--- src/rtl/gqv_pkg.sv ---
// shared types, constants and fixed-point helpers for the glyph quad vertex generator
// no dependencies
`timescale 1ns / 1ps

package gqv_pkg;

  localparam int IN_TDATA_W  = 88;
  localparam int IN_TUSER_W  = 2;
  localparam int OUT_TDATA_W = 72;
  localparam int CFG_ADDR_W  = 3;
  localparam int CFG_DATA_W  = 16;

  typedef enum logic [1:0] {
    OP_GLYPH   = 2'd0,
    OP_NEWLINE = 2'd1,
    OP_MISSING = 2'd2
  } op_t;

  typedef enum logic [CFG_ADDR_W-1:0] {
    REG_ORIGIN_X   = 3'd0,
    REG_ORIGIN_Y   = 3'd1,
    REG_SCALE_X    = 3'd2,
    REG_SCALE_Y    = 3'd3,
    REG_LINE_STEP  = 3'd4,
    REG_INV_ATLAS_W = 3'd5,
    REG_INV_ATLAS_H = 3'd6
  } cfg_idx_t;

  localparam logic [2:0] CORNER_LL   = 3'd0;
  localparam logic [2:0] CORNER_LR   = 3'd1;
  localparam logic [2:0] CORNER_UL   = 3'd2;
  localparam logic [2:0] CORNER_UL2  = 3'd3;
  localparam logic [2:0] CORNER_LR2  = 3'd4;
  localparam logic [2:0] CORNER_LAST = 3'd5;

  localparam logic signed [15:0] RST_ORIGIN    = -16'sd4096;
  localparam logic [15:0]        RST_SCALE     = 16'd256;
  localparam logic [14:0]        RST_LINE_STEP = 15'd4096;
  localparam logic [15:0]        RST_INV_ATLAS = 16'd256;

  typedef struct packed {
    logic signed [15:0] origin_x;
    logic signed [15:0] origin_y;
    logic [15:0]        scale_x;
    logic [15:0]        scale_y;
    logic [14:0]        line_step;
    logic [15:0]        inv_w;
    logic [15:0]        inv_h;
  } cfg_t;

  typedef struct packed {
    logic [1:0]        op;
    logic              first;
    logic [7:0]        pix_w;
    logic [7:0]        pix_h;
    logic signed [7:0] bearing_x;
    logic signed [8:0] bearing_y;
    logic [7:0]        pen_dx;
    logic signed [7:0] pen_dy;
    logic [15:0]       tex_u;
    logic [15:0]       tex_v;
  } item_t;

  // scaled metrics, positional lengths rounded to q10.12; texture extents du and dv are not rounded
  typedef struct packed {
    logic [1:0]         op;
    logic               first;
    logic signed [22:0] left_q;
    logic signed [22:0] top_q;
    logic signed [22:0] size_x;
    logic signed [22:0] size_y;
    logic signed [22:0] adv_x;
    logic signed [22:0] adv_y;
    logic [23:0]        du;
    logic [23:0]        dv;
    logic [15:0]        tex_u;
    logic [15:0]        tex_v;
  } scaled_t;

  typedef struct packed {
    logic signed [15:0] x0;
    logic signed [15:0] x1;
    logic signed [15:0] y0;
    logic signed [15:0] y1;
    logic [15:0]        u0;
    logic [15:0]        u1;
    logic [15:0]        v0;
    logic [15:0]        v1;
  } quad_t;

  typedef struct packed {
    logic signed [15:0] pos_x;
    logic signed [15:0] pos_y;
    logic [15:0]        coord_u;
    logic [15:0]        coord_v;
    logic [2:0]         corner;
    logic               last;
  } vtx_t;

  // q.16 to q.12, round to nearest, ties up
  function automatic logic signed [22:0] rnd_q12(input logic signed [26:0] p);
    logic signed [26:0] t;
    t = p + 27'sd8;
    return t[26:4];
  endfunction

  function automatic logic signed [15:0] sat16s(input logic signed [23:0] v);
    logic signed [15:0] r;
    if (v > 24'sd32767) begin
      r = 16'sh7FFF;
    end else if (v < -24'sd32768) begin
      r = 16'sh8000;
    end else begin
      r = v[15:0];
    end
    return r;
  endfunction

  function automatic logic [15:0] sat16u(input logic [24:0] v);
    return (v > 25'd65535) ? 16'hFFFF : v[15:0];
  endfunction

endpackage

--- src/rtl/glyph_quad_vertex_generator.sv ---
// Glyph quad vertex generator: one character item in, six vertices out per glyph. An item
// goes through an input register, a scaling register (one multiplier per metric) and the
// pen stage into a quad register, from which its first vertex is offered. The quad
// register hands out one vertex per output transaction and loads the next glyph's quad
// as the last vertex of the one before is taken; newline and missing-glyph items pass
// at one per cycle while no glyph ahead waits for the quad register. Items keep being
// taken while a quad is still being sent. Configuration registers are written through
// cfg_we/cfg_addr/cfg_wdata, by the user only while idle; the block does not enforce it.
// depends on gqv_pkg, gqv_scale, gqv_pen, gqv_emit
`timescale 1ns / 1ps

module glyph_quad_vertex_generator (
  input  logic                                clk,
  input  logic                                rst_n,
  input  logic                                in_tvalid,
  output logic                                in_tready,
  // first, pix_w, pix_h, bearing_x, bearing_y, pen_dx,
  // pen_dy, tex_u, tex_v, zero pad
  input  logic [gqv_pkg::IN_TDATA_W-1:0]      in_tdata,
  // op
  input  logic [gqv_pkg::IN_TUSER_W-1:0]      in_tuser,
  output logic                                out_tvalid,
  input  logic                                out_tready,
  // pos_x, pos_y, coord_u, coord_v, corner, zero pad
  output logic [gqv_pkg::OUT_TDATA_W-1:0]     out_tdata,
  output logic                                out_tlast,
  input  logic                                cfg_we,
  input  logic [gqv_pkg::CFG_ADDR_W-1:0]      cfg_addr,
  input  logic [gqv_pkg::CFG_DATA_W-1:0]      cfg_wdata
);
  import gqv_pkg::*;

  cfg_t    cfg_r, cfg_nxt;
  item_t   item;
  scaled_t scl;
  logic    scl_valid, scl_ready;
  quad_t   quad;
  logic    quad_load, quad_free;
  vtx_t    vtx;

  always_comb begin
    item.op        = in_tuser;
    item.first     = in_tdata[0];
    item.pix_w     = in_tdata[8:1];
    item.pix_h     = in_tdata[16:9];
    item.bearing_x = in_tdata[24:17];
    item.bearing_y = in_tdata[33:25];
    item.pen_dx    = in_tdata[41:34];
    item.pen_dy    = in_tdata[49:42];
    item.tex_u     = in_tdata[65:50];
    item.tex_v     = in_tdata[81:66];
  end

  always_comb begin
    cfg_nxt = cfg_r;
    if (cfg_we) begin
      unique case (cfg_addr)
        REG_ORIGIN_X:    cfg_nxt.origin_x  = cfg_wdata;
        REG_ORIGIN_Y:    cfg_nxt.origin_y  = cfg_wdata;
        REG_SCALE_X:     cfg_nxt.scale_x   = cfg_wdata;
        REG_SCALE_Y:     cfg_nxt.scale_y   = cfg_wdata;
        REG_LINE_STEP:   cfg_nxt.line_step = cfg_wdata[14:0];
        REG_INV_ATLAS_W: cfg_nxt.inv_w     = cfg_wdata;
        REG_INV_ATLAS_H: cfg_nxt.inv_h     = cfg_wdata;
        default:         cfg_nxt = cfg_r;
      endcase
    end
  end

  always_ff @(posedge clk) begin
    if (!rst_n) begin
      cfg_r.origin_x  <= RST_ORIGIN;
      cfg_r.origin_y  <= RST_ORIGIN;
      cfg_r.scale_x   <= RST_SCALE;
      cfg_r.scale_y   <= RST_SCALE;
      cfg_r.line_step <= RST_LINE_STEP;
      cfg_r.inv_w     <= RST_INV_ATLAS;
      cfg_r.inv_h     <= RST_INV_ATLAS;
    end else begin
      cfg_r <= cfg_nxt;
    end
  end

  gqv_scale u_scale (
    .clk        (clk),
    .rst_n      (rst_n),
    .item_valid (in_tvalid),
    .item_ready (in_tready),
    .item       (item),
    .cfg        (cfg_r),
    .scl_valid  (scl_valid),
    .scl_ready  (scl_ready),
    .scl        (scl)
  );

  gqv_pen u_pen (
    .clk       (clk),
    .rst_n     (rst_n),
    .scl_valid (scl_valid),
    .scl_ready (scl_ready),
    .scl       (scl),
    .cfg       (cfg_r),
    .quad_free (quad_free),
    .quad_load (quad_load),
    .quad      (quad)
  );

  gqv_emit u_emit (
    .clk       (clk),
    .rst_n     (rst_n),
    .quad_load (quad_load),
    .quad      (quad),
    .quad_free (quad_free),
    .vtx_valid (out_tvalid),
    .vtx_ready (out_tready),
    .vtx       (vtx)
  );

  assign out_tdata = {5'd0, vtx.corner, vtx.coord_v, vtx.coord_u, vtx.pos_y, vtx.pos_x};
  assign out_tlast = vtx.last;

endmodule

--- src/rtl/gqv_scale.sv ---
// input register and metric scaling stage: multiplies pixel metrics by the scale factors
// and pixel sizes by the inverse atlas sizes; depends on gqv_pkg
`timescale 1ns / 1ps

module gqv_scale (
  input  logic             clk,
  input  logic             rst_n,
  input  logic             item_valid,
  output logic             item_ready,
  input  gqv_pkg::item_t   item,
  input  gqv_pkg::cfg_t    cfg,
  output logic             scl_valid,
  input  logic             scl_ready,
  output gqv_pkg::scaled_t scl
);
  import gqv_pkg::*;

  logic    a_valid_r, a_valid_nxt;
  item_t   a_r;
  logic    b_valid_r, b_valid_nxt;
  scaled_t b_r, b_nxt;
  logic    b_open;

  logic signed [26:0] sx_e, sy_e;
  logic signed [26:0] p_left, p_top, p_w, p_h, p_ax, p_ay;

  assign b_open     = !b_valid_r || scl_ready;
  assign item_ready = !a_valid_r || b_open;
  assign scl_valid  = b_valid_r;
  assign scl        = b_r;

  always_comb begin
    sx_e   = 27'($signed({1'b0, cfg.scale_x}));
    sy_e   = 27'($signed({1'b0, cfg.scale_y}));
    p_left = 27'($signed(a_r.bearing_x)) * sx_e;
    p_top  = 27'($signed(a_r.bearing_y)) * sy_e;
    p_w    = 27'($signed({1'b0, a_r.pix_w})) * sx_e;
    p_h    = 27'($signed({1'b0, a_r.pix_h})) * sy_e;
    p_ax   = 27'($signed({1'b0, a_r.pen_dx})) * sx_e;
    p_ay   = 27'($signed(a_r.pen_dy)) * sy_e;

    b_nxt.op     = a_r.op;
    b_nxt.first  = a_r.first;
    b_nxt.left_q = rnd_q12(p_left);
    b_nxt.top_q  = rnd_q12(p_top);
    b_nxt.size_x = rnd_q12(p_w);
    b_nxt.size_y = rnd_q12(p_h);
    b_nxt.adv_x  = rnd_q12(p_ax);
    b_nxt.adv_y  = rnd_q12(p_ay);
    b_nxt.du     = a_r.pix_w * cfg.inv_w;
    b_nxt.dv     = a_r.pix_h * cfg.inv_h;
    b_nxt.tex_u  = a_r.tex_u;
    b_nxt.tex_v  = a_r.tex_v;
  end

  always_comb begin
    a_valid_nxt = a_valid_r;
    if (item_valid && item_ready) begin
      a_valid_nxt = 1'b1;
    end else if (a_valid_r && b_open) begin
      a_valid_nxt = 1'b0;
    end
    b_valid_nxt = b_open ? a_valid_r : b_valid_r;
  end

  always_ff @(posedge clk) begin
    if (!rst_n) begin
      a_valid_r <= 1'b0;
      b_valid_r <= 1'b0;
    end else begin
      a_valid_r <= a_valid_nxt;
      b_valid_r <= b_valid_nxt;
    end
  end

  always_ff @(posedge clk) begin
    if (item_valid && item_ready) begin
      a_r <= item;
    end
    if (b_open) begin
      b_r <= b_nxt;
    end
  end

endmodule

--- src/rtl/gqv_pen.sv ---
// pen state and quad corner computation, with saturation to q3.12 and texcoord clamping
// depends on gqv_pkg
`timescale 1ns / 1ps

module gqv_pen (
  input  logic             clk,
  input  logic             rst_n,
  input  logic             scl_valid,
  output logic             scl_ready,
  input  gqv_pkg::scaled_t scl,
  input  gqv_pkg::cfg_t    cfg,
  input  logic             quad_free,
  output logic             quad_load,
  output gqv_pkg::quad_t   quad
);
  import gqv_pkg::*;

  logic signed [15:0] pen_x_r, pen_x_nxt;
  logic signed [15:0] pen_y_r, pen_y_nxt;
  logic signed [15:0] base_x, base_y;
  logic signed [23:0] x0w, x1w, y0w, y1w;
  logic               is_glyph, take;

  assign is_glyph  = (scl.op == OP_GLYPH);
  assign scl_ready = !is_glyph || quad_free;
  assign take      = scl_valid && scl_ready;
  assign quad_load = scl_valid && is_glyph && quad_free;

  always_comb begin
    base_x = scl.first ? cfg.origin_x : pen_x_r;
    base_y = scl.first ? cfg.origin_y : pen_y_r;

    x0w = 24'(base_x) + 24'($signed(scl.left_q));
    x1w = x0w + 24'($signed(scl.size_x));
    y0w = 24'(base_y) + 24'($signed(scl.top_q)) - 24'($signed(scl.size_y));
    y1w = y0w + 24'($signed(scl.size_y));

    quad.x0 = sat16s(x0w);
    quad.x1 = sat16s(x1w);
    quad.y0 = sat16s(y0w);
    quad.y1 = sat16s(y1w);
    quad.u0 = scl.tex_u;
    quad.u1 = sat16u({9'd0, scl.tex_u} + {1'b0, scl.du});
    quad.v1 = scl.tex_v;
    quad.v0 = sat16u({9'd0, scl.tex_v} + {1'b0, scl.dv});
  end

  always_comb begin
    pen_x_nxt = base_x;
    pen_y_nxt = base_y;
    unique case (scl.op)
      OP_GLYPH: begin
        pen_x_nxt = sat16s(24'(base_x) + 24'($signed(scl.adv_x)));
        pen_y_nxt = sat16s(24'(base_y) + 24'($signed(scl.adv_y)));
      end
      OP_NEWLINE: begin
        pen_x_nxt = cfg.origin_x;
        pen_y_nxt = sat16s(24'(base_y) - 24'($signed({1'b0, cfg.line_step})));
      end
      default: begin
        pen_x_nxt = base_x;
        pen_y_nxt = base_y;
      end
    endcase
  end

  always_ff @(posedge clk) begin
    if (!rst_n) begin
      pen_x_r <= RST_ORIGIN;
      pen_y_r <= RST_ORIGIN;
    end else if (take) begin
      pen_x_r <= pen_x_nxt;
      pen_y_r <= pen_y_nxt;
    end
  end

endmodule

--- src/rtl/gqv_emit.sv ---
// quad output register and corner sequencer, one vertex per transaction
// depends on gqv_pkg
`timescale 1ns / 1ps

module gqv_emit (
  input  logic           clk,
  input  logic           rst_n,
  input  logic           quad_load,
  input  gqv_pkg::quad_t quad,
  output logic           quad_free,
  output logic           vtx_valid,
  input  logic           vtx_ready,
  output gqv_pkg::vtx_t  vtx
);
  import gqv_pkg::*;

  logic       q_valid_r, q_valid_nxt;
  quad_t      q_r;
  logic [2:0] corner_r, corner_nxt;
  logic       is_last, use_x1, use_y1;

  assign is_last   = (corner_r == CORNER_LAST);
  assign quad_free = !q_valid_r || (vtx_ready && is_last);
  assign vtx_valid = q_valid_r;

  always_comb begin
    use_x1 = (corner_r == CORNER_LR) || (corner_r == CORNER_LR2) ||
             (corner_r == CORNER_LAST);
    use_y1 = (corner_r == CORNER_UL) || (corner_r == CORNER_UL2) ||
             (corner_r == CORNER_LAST);
    vtx.pos_x   = use_x1 ? q_r.x1 : q_r.x0;
    vtx.pos_y   = use_y1 ? q_r.y1 : q_r.y0;
    vtx.coord_u = use_x1 ? q_r.u1 : q_r.u0;
    vtx.coord_v = use_y1 ? q_r.v1 : q_r.v0;
    vtx.corner  = corner_r;
    vtx.last    = is_last;
  end

  always_comb begin
    q_valid_nxt = q_valid_r;
    corner_nxt  = corner_r;
    if (quad_load) begin
      q_valid_nxt = 1'b1;
      corner_nxt  = CORNER_LL;
    end else if (q_valid_r && vtx_ready) begin
      if (is_last) begin
        q_valid_nxt = 1'b0;
      end else begin
        corner_nxt = corner_r + 3'd1;
      end
    end
  end

  always_ff @(posedge clk) begin
    if (!rst_n) begin
      q_valid_r <= 1'b0;
      corner_r  <= CORNER_LL;
    end else begin
      q_valid_r <= q_valid_nxt;
      corner_r  <= corner_nxt;
    end
  end

  always_ff @(posedge clk) begin
    if (quad_load) begin
      q_r <= quad;
    end
  end

endmodule

--- config.mk ---
export PLATFORM = sky130hd
export DESIGN_NAME = glyph_quad_vertex_generator
export DESIGN_NICKNAME = d
export VERILOG_FILES = /design/src/rtl/gqv_pkg.sv /design/src/rtl/glyph_quad_vertex_generator.sv /design/src/rtl/gqv_scale.sv /design/src/rtl/gqv_pen.sv /design/src/rtl/gqv_emit.sv
export SDC_FILE = /design/constraint.sdc
export NUM_CORES = 2
export LEC_CHECK = 0
export ABC_AREA = 1
export BUFFER_PORTS_ARGS = -buffer_cell sky130_fd_sc_hd__buf_4
export CAP_MARGIN = 10
export CORE_MARGIN = 4
export CORE_UTILIZATION = 40
export CTS_BUF_LIST = sky130_fd_sc_hd__clkbuf_2
export DETAILED_ROUTE_END_ITERATION = 12
export PLACE_DENSITY = 0.61
export SYNTH_ARGS = -nofsm -noshare
export SYNTH_HDL_FRONTEND = slang
export SYNTH_SLANG_ARGS = --single-unit
--- constraint.sdc ---
create_clock -name clk -period 20.4 [get_ports clk]
set_input_delay 1.02 -clock clk [delete_from_list [all_inputs] [get_ports clk]]
set_output_delay 1.02 -clock clk [all_outputs]
set_load 0.005 [all_outputs]
==> impl_summary.log <==
[metrics] post-synthesis instance area: 70400 µm²
[metrics] library cell used as clock root buffer: sky130_fd_sc_hd__clkbuf_2
[metrics] peak supply drop: about 0.00014 V
[metrics] count of maximum capacitance violations: 0
[metrics] Hold WC Path Type: in2reg
[metrics] Most used DFF post-synth: sky130_fd_sc_hd__edfxtp_1
[metrics] CP Launch Type: register
[metrics] total global routing overflow: 0
[metrics] initial antenna violation count: 10
[metrics] slew at the pin with the worst max-slew slack: 1.20 ns
[metrics] library cell appearing most often on the critical path: sky130_fd_sc_hd__nand2_1
[metrics] vias in the first global route: around 60000
[metrics] cell types occupying the most area after synthesis: sky130_fd_sc_hd__fa_1 20%, sky130_fd_sc_hd__edfxtp_1 18%, sky130_fd_sc_hd__nand2_1 13%
[metrics] TritonCTS clock tree: yes
[metrics] highest net fanout along the worst path: 18
[metrics] number of gates given a new drive strength after cts: 0
[metrics] DRT antenna net count: 0
[metrics] area overhead of the layout relative to synthesis: 10.1%
[metrics] leakage: 41.4 nW
[metrics] global router's overall resource usage: 21.8%
[metrics] H-Tree Level Count: 4
[metrics] area of the multi-input gates: ~46000 µm²
[metrics] vertical die dimension: about 430 µm
[metrics] RSZ-0062 raised after global routing: no
[metrics] Cell Chain, Critical Path: buf_4 -> nand2_1 -> fa_1 -> fa_1 -> inv_1 -> fa_1 -> fa_1 -> fa_1 -> ha_1 -> nand2_1 -> inv_1 -> nand4_1 -> nand3_2 -> nand3_1 -> nand2_1 -> xor2_1 -> nand2_1 -> nor2_1 -> nand3_1 -> nor2_1 -> nand2_1 -> nand2_1 -> nand2_1
[metrics] fraction of layout instances using a drive strength above 1: approximately 7.5%
[metrics] number of storage elements in the synthesis netlist: between 500 and 600
[metrics] async set or reset register ratio after synthesis: 0%
[metrics] die boundary width: ~430 µm
[metrics] final setup skew: around 0.17 ns
[metrics] Mean Syn Cell Area: 7.68 µm²
[metrics] number of standard cells after synthesis: 9157
[metrics] final-layout worst hold slack: 0.257 ns
[metrics] TritonCTS sink count: around 580
[metrics] Initial DRC Count: about 3700
[metrics] data arrival time of the worst path: between 7 and 8 ns
[metrics] vias per std cell: between 4 and 5
[metrics] GP Congestion: around 0.9
[metrics] die area: about 180000 µm²
[metrics] Synth area leader: sky130_fd_sc_hd__fa_1
[metrics] max-slew violations: 0
[metrics] worst skew pair latency: around 1.7 ns
[metrics] Slew headroom: about 19%
[metrics] wire length of the first global-routing pass: ~320000 µm
[metrics] top achievable clock speed: ~0.16 GHz
[metrics] synthesis warning total: 0
[metrics] post-detailed-route DRC marker count: 0
[metrics] peak per-stage delay on the critical path: between 0.6 and 0.7 ns
[metrics] filler cell count: between 15000 and 20000
[metrics] kind of critical path: reg2reg
[metrics] area taken by flip-flops and latches: around 16000 µm²
[metrics] unique cell type count in the Yosys netlist: 64
[metrics] number of buffers between clock root and the deepest sink: 3
[metrics] register area share after synthesis: between 20% and 30%
[metrics] starting density of the core: about two fifths
[metrics] routed len/inst: approximately 17 µm
[metrics] maximum number of pins on one net before global-route repair: 85
[metrics] count of buffers added by post-CTS timing repair for setup: 0
[metrics] I/O Pins: ~190
[metrics] Post-DP HPWL: ~150000 µm
[metrics] share of the clock period used by the worst path: a little under a third
[metrics] Reg clk slew, reported paths: approximately 0.11 ns
[metrics] PwrDens: 82.8 nW/µm²
[metrics] Final nets: between 10000 and 15000
[metrics] area share of the leading cell type in the synthesized netlist: 20.4%
[metrics] number of standard-cell rows in the floorplan: around 150
[metrics] slowest stage cell, crit path: sky130_fd_sc_hd__dfxtp_1
[metrics] result of the run: finished, final reports clean
[metrics] clock buffers created by TritonCTS: 164
[metrics] Sum Neg Setup Slack: 0 ns
[metrics] final hold violation count: 0
[metrics] Post-synth EDFFs: approximately 430
[metrics] IO Port Bufs: approximately 180
[metrics] Initial DRT Pass Iterations: 6
[metrics] placeable core region: roughly 170000 µm²
[metrics] total routed wirelength: approximately 200000 µm
[metrics] number of vias after detailed routing: between 50000 and 60000
[metrics] required time at the worst-slack endpoint: approximately 22 ns
[metrics] Setup Viol. Count Final: 0
[metrics] Worst Setup End Kind: register
[metrics] post-layout minimum cycle time: approximately 6.3 ns
layout by cell type (no fill, tap or decap), types with 149 or more instances in the layout:
cell type	synthesis	final
sky130_fd_sc_hd__nand2_1	2413	2412
sky130_fd_sc_hd__inv_1	1909	1907
sky130_fd_sc_hd__fa_1	718	718
sky130_fd_sc_hd__nor2_1	666	665
sky130_fd_sc_hd__ha_1	591	591
sky130_fd_sc_hd__edfxtp_1	427	427
sky130_fd_sc_hd__a21oi_1	409	409
sky130_fd_sc_hd__o21ai_0	312	312
sky130_fd_sc_hd__nand3_1	310	310
sky130_fd_sc_hd__buf_4	13	244
sky130_fd_sc_hd__xor2_1	232	232
sky130_fd_sc_hd__clkbuf_2	0	227
sky130_fd_sc_hd__dlygate4sd3_1	0	188
sky130_fd_sc_hd__dfxtp_1	149	149
report_power, final:
group,switching (mW),internal (mW)
combinational,2.54,1.34
sequential,0.113,1.46
clock,0.569,0.385
path summary, 6_finish.rpt:
check | startpoint | endpoint | slack, ns | depth (start not counted)
max reg2reg | cfg_r[50]$_SDFFE_PN0P_ | u_scale.scl[193]$_DFFE_PP_ | 14.09 | 23
min | in_tdata[52] | u_scale.a_r[18]$_DFFE_PP_ | 0.26 | 2
max | cfg_r[50]$_SDFFE_PN0P_ | u_scale.scl[193]$_DFFE_PP_ | 14.09 | 23
min reg2reg | u_scale.a_r[82]$_DFFE_PP_ | u_scale.scl[219]$_DFFE_PP_ | 0.33 | 0
what timing repair did:
item | in CTS | in global routing
setup endpoints to repair | 0 | 0
hold endpoints to repair | 202 | 0
hold buffers | 188 | 0
cell type report:
class / instances / share of cell area [%]
flip-flops and latches: 576 / 20.4
multi-input cells: 6359 / 59.5
inverters: 1923 / 9.33
diodes: 16 / 0.0517
well taps: 2325 / 3.76
repair buffers: 432 / 4.79
clock inverters: 74 / 0.672
clock buffers: 227 / 1.47
metal layers:
layer	GRT usage (%)	wire length (µm)	up-vias	share of wire (%)
met5	0	20	-	0.010
met4	7.28	6420	4	3.2
met3	3.22	10300	317	5.2
met2	36.3	92400	1483	47
met1	29.0	89200	28317	45
li1	-	-	28926	-
per-stage QoR:
step / std cells / worst slack [ns] / util, % / area (µm²) / power, mW
6_report: 11932 / 14.09 / 44.4 / 77500 / 6.42
3_3_place_gp: 11427 / 14.19 / 42.4 / 73900 / 5.40
2_1_floorplan: 9161 / 13.07 / - / 70400 / 4.44
5_1_grt: 11927 / 13.59 / 44.4 / 77500 / 7.05
3_5_place_dp: 11427 / 14.12 / 42.4 / 73900 / 5.42
4_1_cts: 11916 / 14.07 / 44.4 / 77400 / 6.46
logic make-up (layout without fill, tap and decap cells):
kind of cell    after synthesis  count (layout)  share of synthesized area, %
simple gates               3720            3720                          21.8
other cells                   1              21                       0.00533
buf+inv                    2226            2656                          12.0
compound gates              885             885                          6.90
xor+xnor                    376             376                          4.81
mux                          64              64                          1.02
fa+ha+maj                  1309            1309                          30.9
flops                       576             576                          22.5
critical path, delay by kind of cell, from the launching register on:
family / cells / cell delay [ns]
XOR/XNOR: 1 / 0.44
adder cells (fa/ha/maj): 6 / 2.91
buffers and inverters: 3 / 0.52
flip-flops: 1 / 0.66
AND/OR/NAND/NOR: 13 / 1.52
synthesized netlist by cell type (7+ instances only):
master and count:
sky130_fd_sc_hd__nand2_1 2413, sky130_fd_sc_hd__nor3_2 11, sky130_fd_sc_hd__inv_2 12, sky130_fd_sc_hd__o21ai_1 13, sky130_fd_sc_hd__nand2_2 23, sky130_fd_sc_hd__nor3_1 59, sky130_fd_sc_hd__mux2_2 64, sky130_fd_sc_hd__xor2_1 232
sky130_fd_sc_hd__a21oi_1 409, sky130_fd_sc_hd__dfxtp_1 149, sky130_fd_sc_hd__o21bai_1 27, sky130_fd_sc_hd__xor2_2 9, sky130_fd_sc_hd__fa_1 718, sky130_fd_sc_hd__xnor2_1 133, sky130_fd_sc_hd__clkbuf_1 270, sky130_fd_sc_hd__edfxtp_1 427
sky130_fd_sc_hd__a221oi_1 14, sky130_fd_sc_hd__o21a_1 14, sky130_fd_sc_hd__buf_1 10, sky130_fd_sc_hd__buf_4 13, sky130_fd_sc_hd__nor2_1 666, sky130_fd_sc_hd__nor4_1 7, sky130_fd_sc_hd__buf_6 7, sky130_fd_sc_hd__nand3_1 310
sky130_fd_sc_hd__or2_2 25, sky130_fd_sc_hd__nand3b_1 32, sky130_fd_sc_hd__a21o_1 29, sky130_fd_sc_hd__o211ai_1 17, sky130_fd_sc_hd__nand3_2 21, sky130_fd_sc_hd__a31oi_1 16, sky130_fd_sc_hd__nand4_1 105, sky130_fd_sc_hd__nor2_2 19
sky130_fd_sc_hd__inv_1 1909, sky130_fd_sc_hd__o21ai_0 312, sky130_fd_sc_hd__ha_1 591
sequential cells by signal, indices dropped and copies added (netlist names):
signal	cells
u_scale.a_valid_r	1
u_emit.corner_r	3
u_scale.scl_valid	1
u_scale.scl	215
u_pen.pen_x_r	16
u_pen.pen_y_r	16
u_emit.q_r	128
u_scale.a_r	84
u_emit.vtx_valid	1
cfg_r	111
Note: power is estimated with default switching activity, not from simulation.
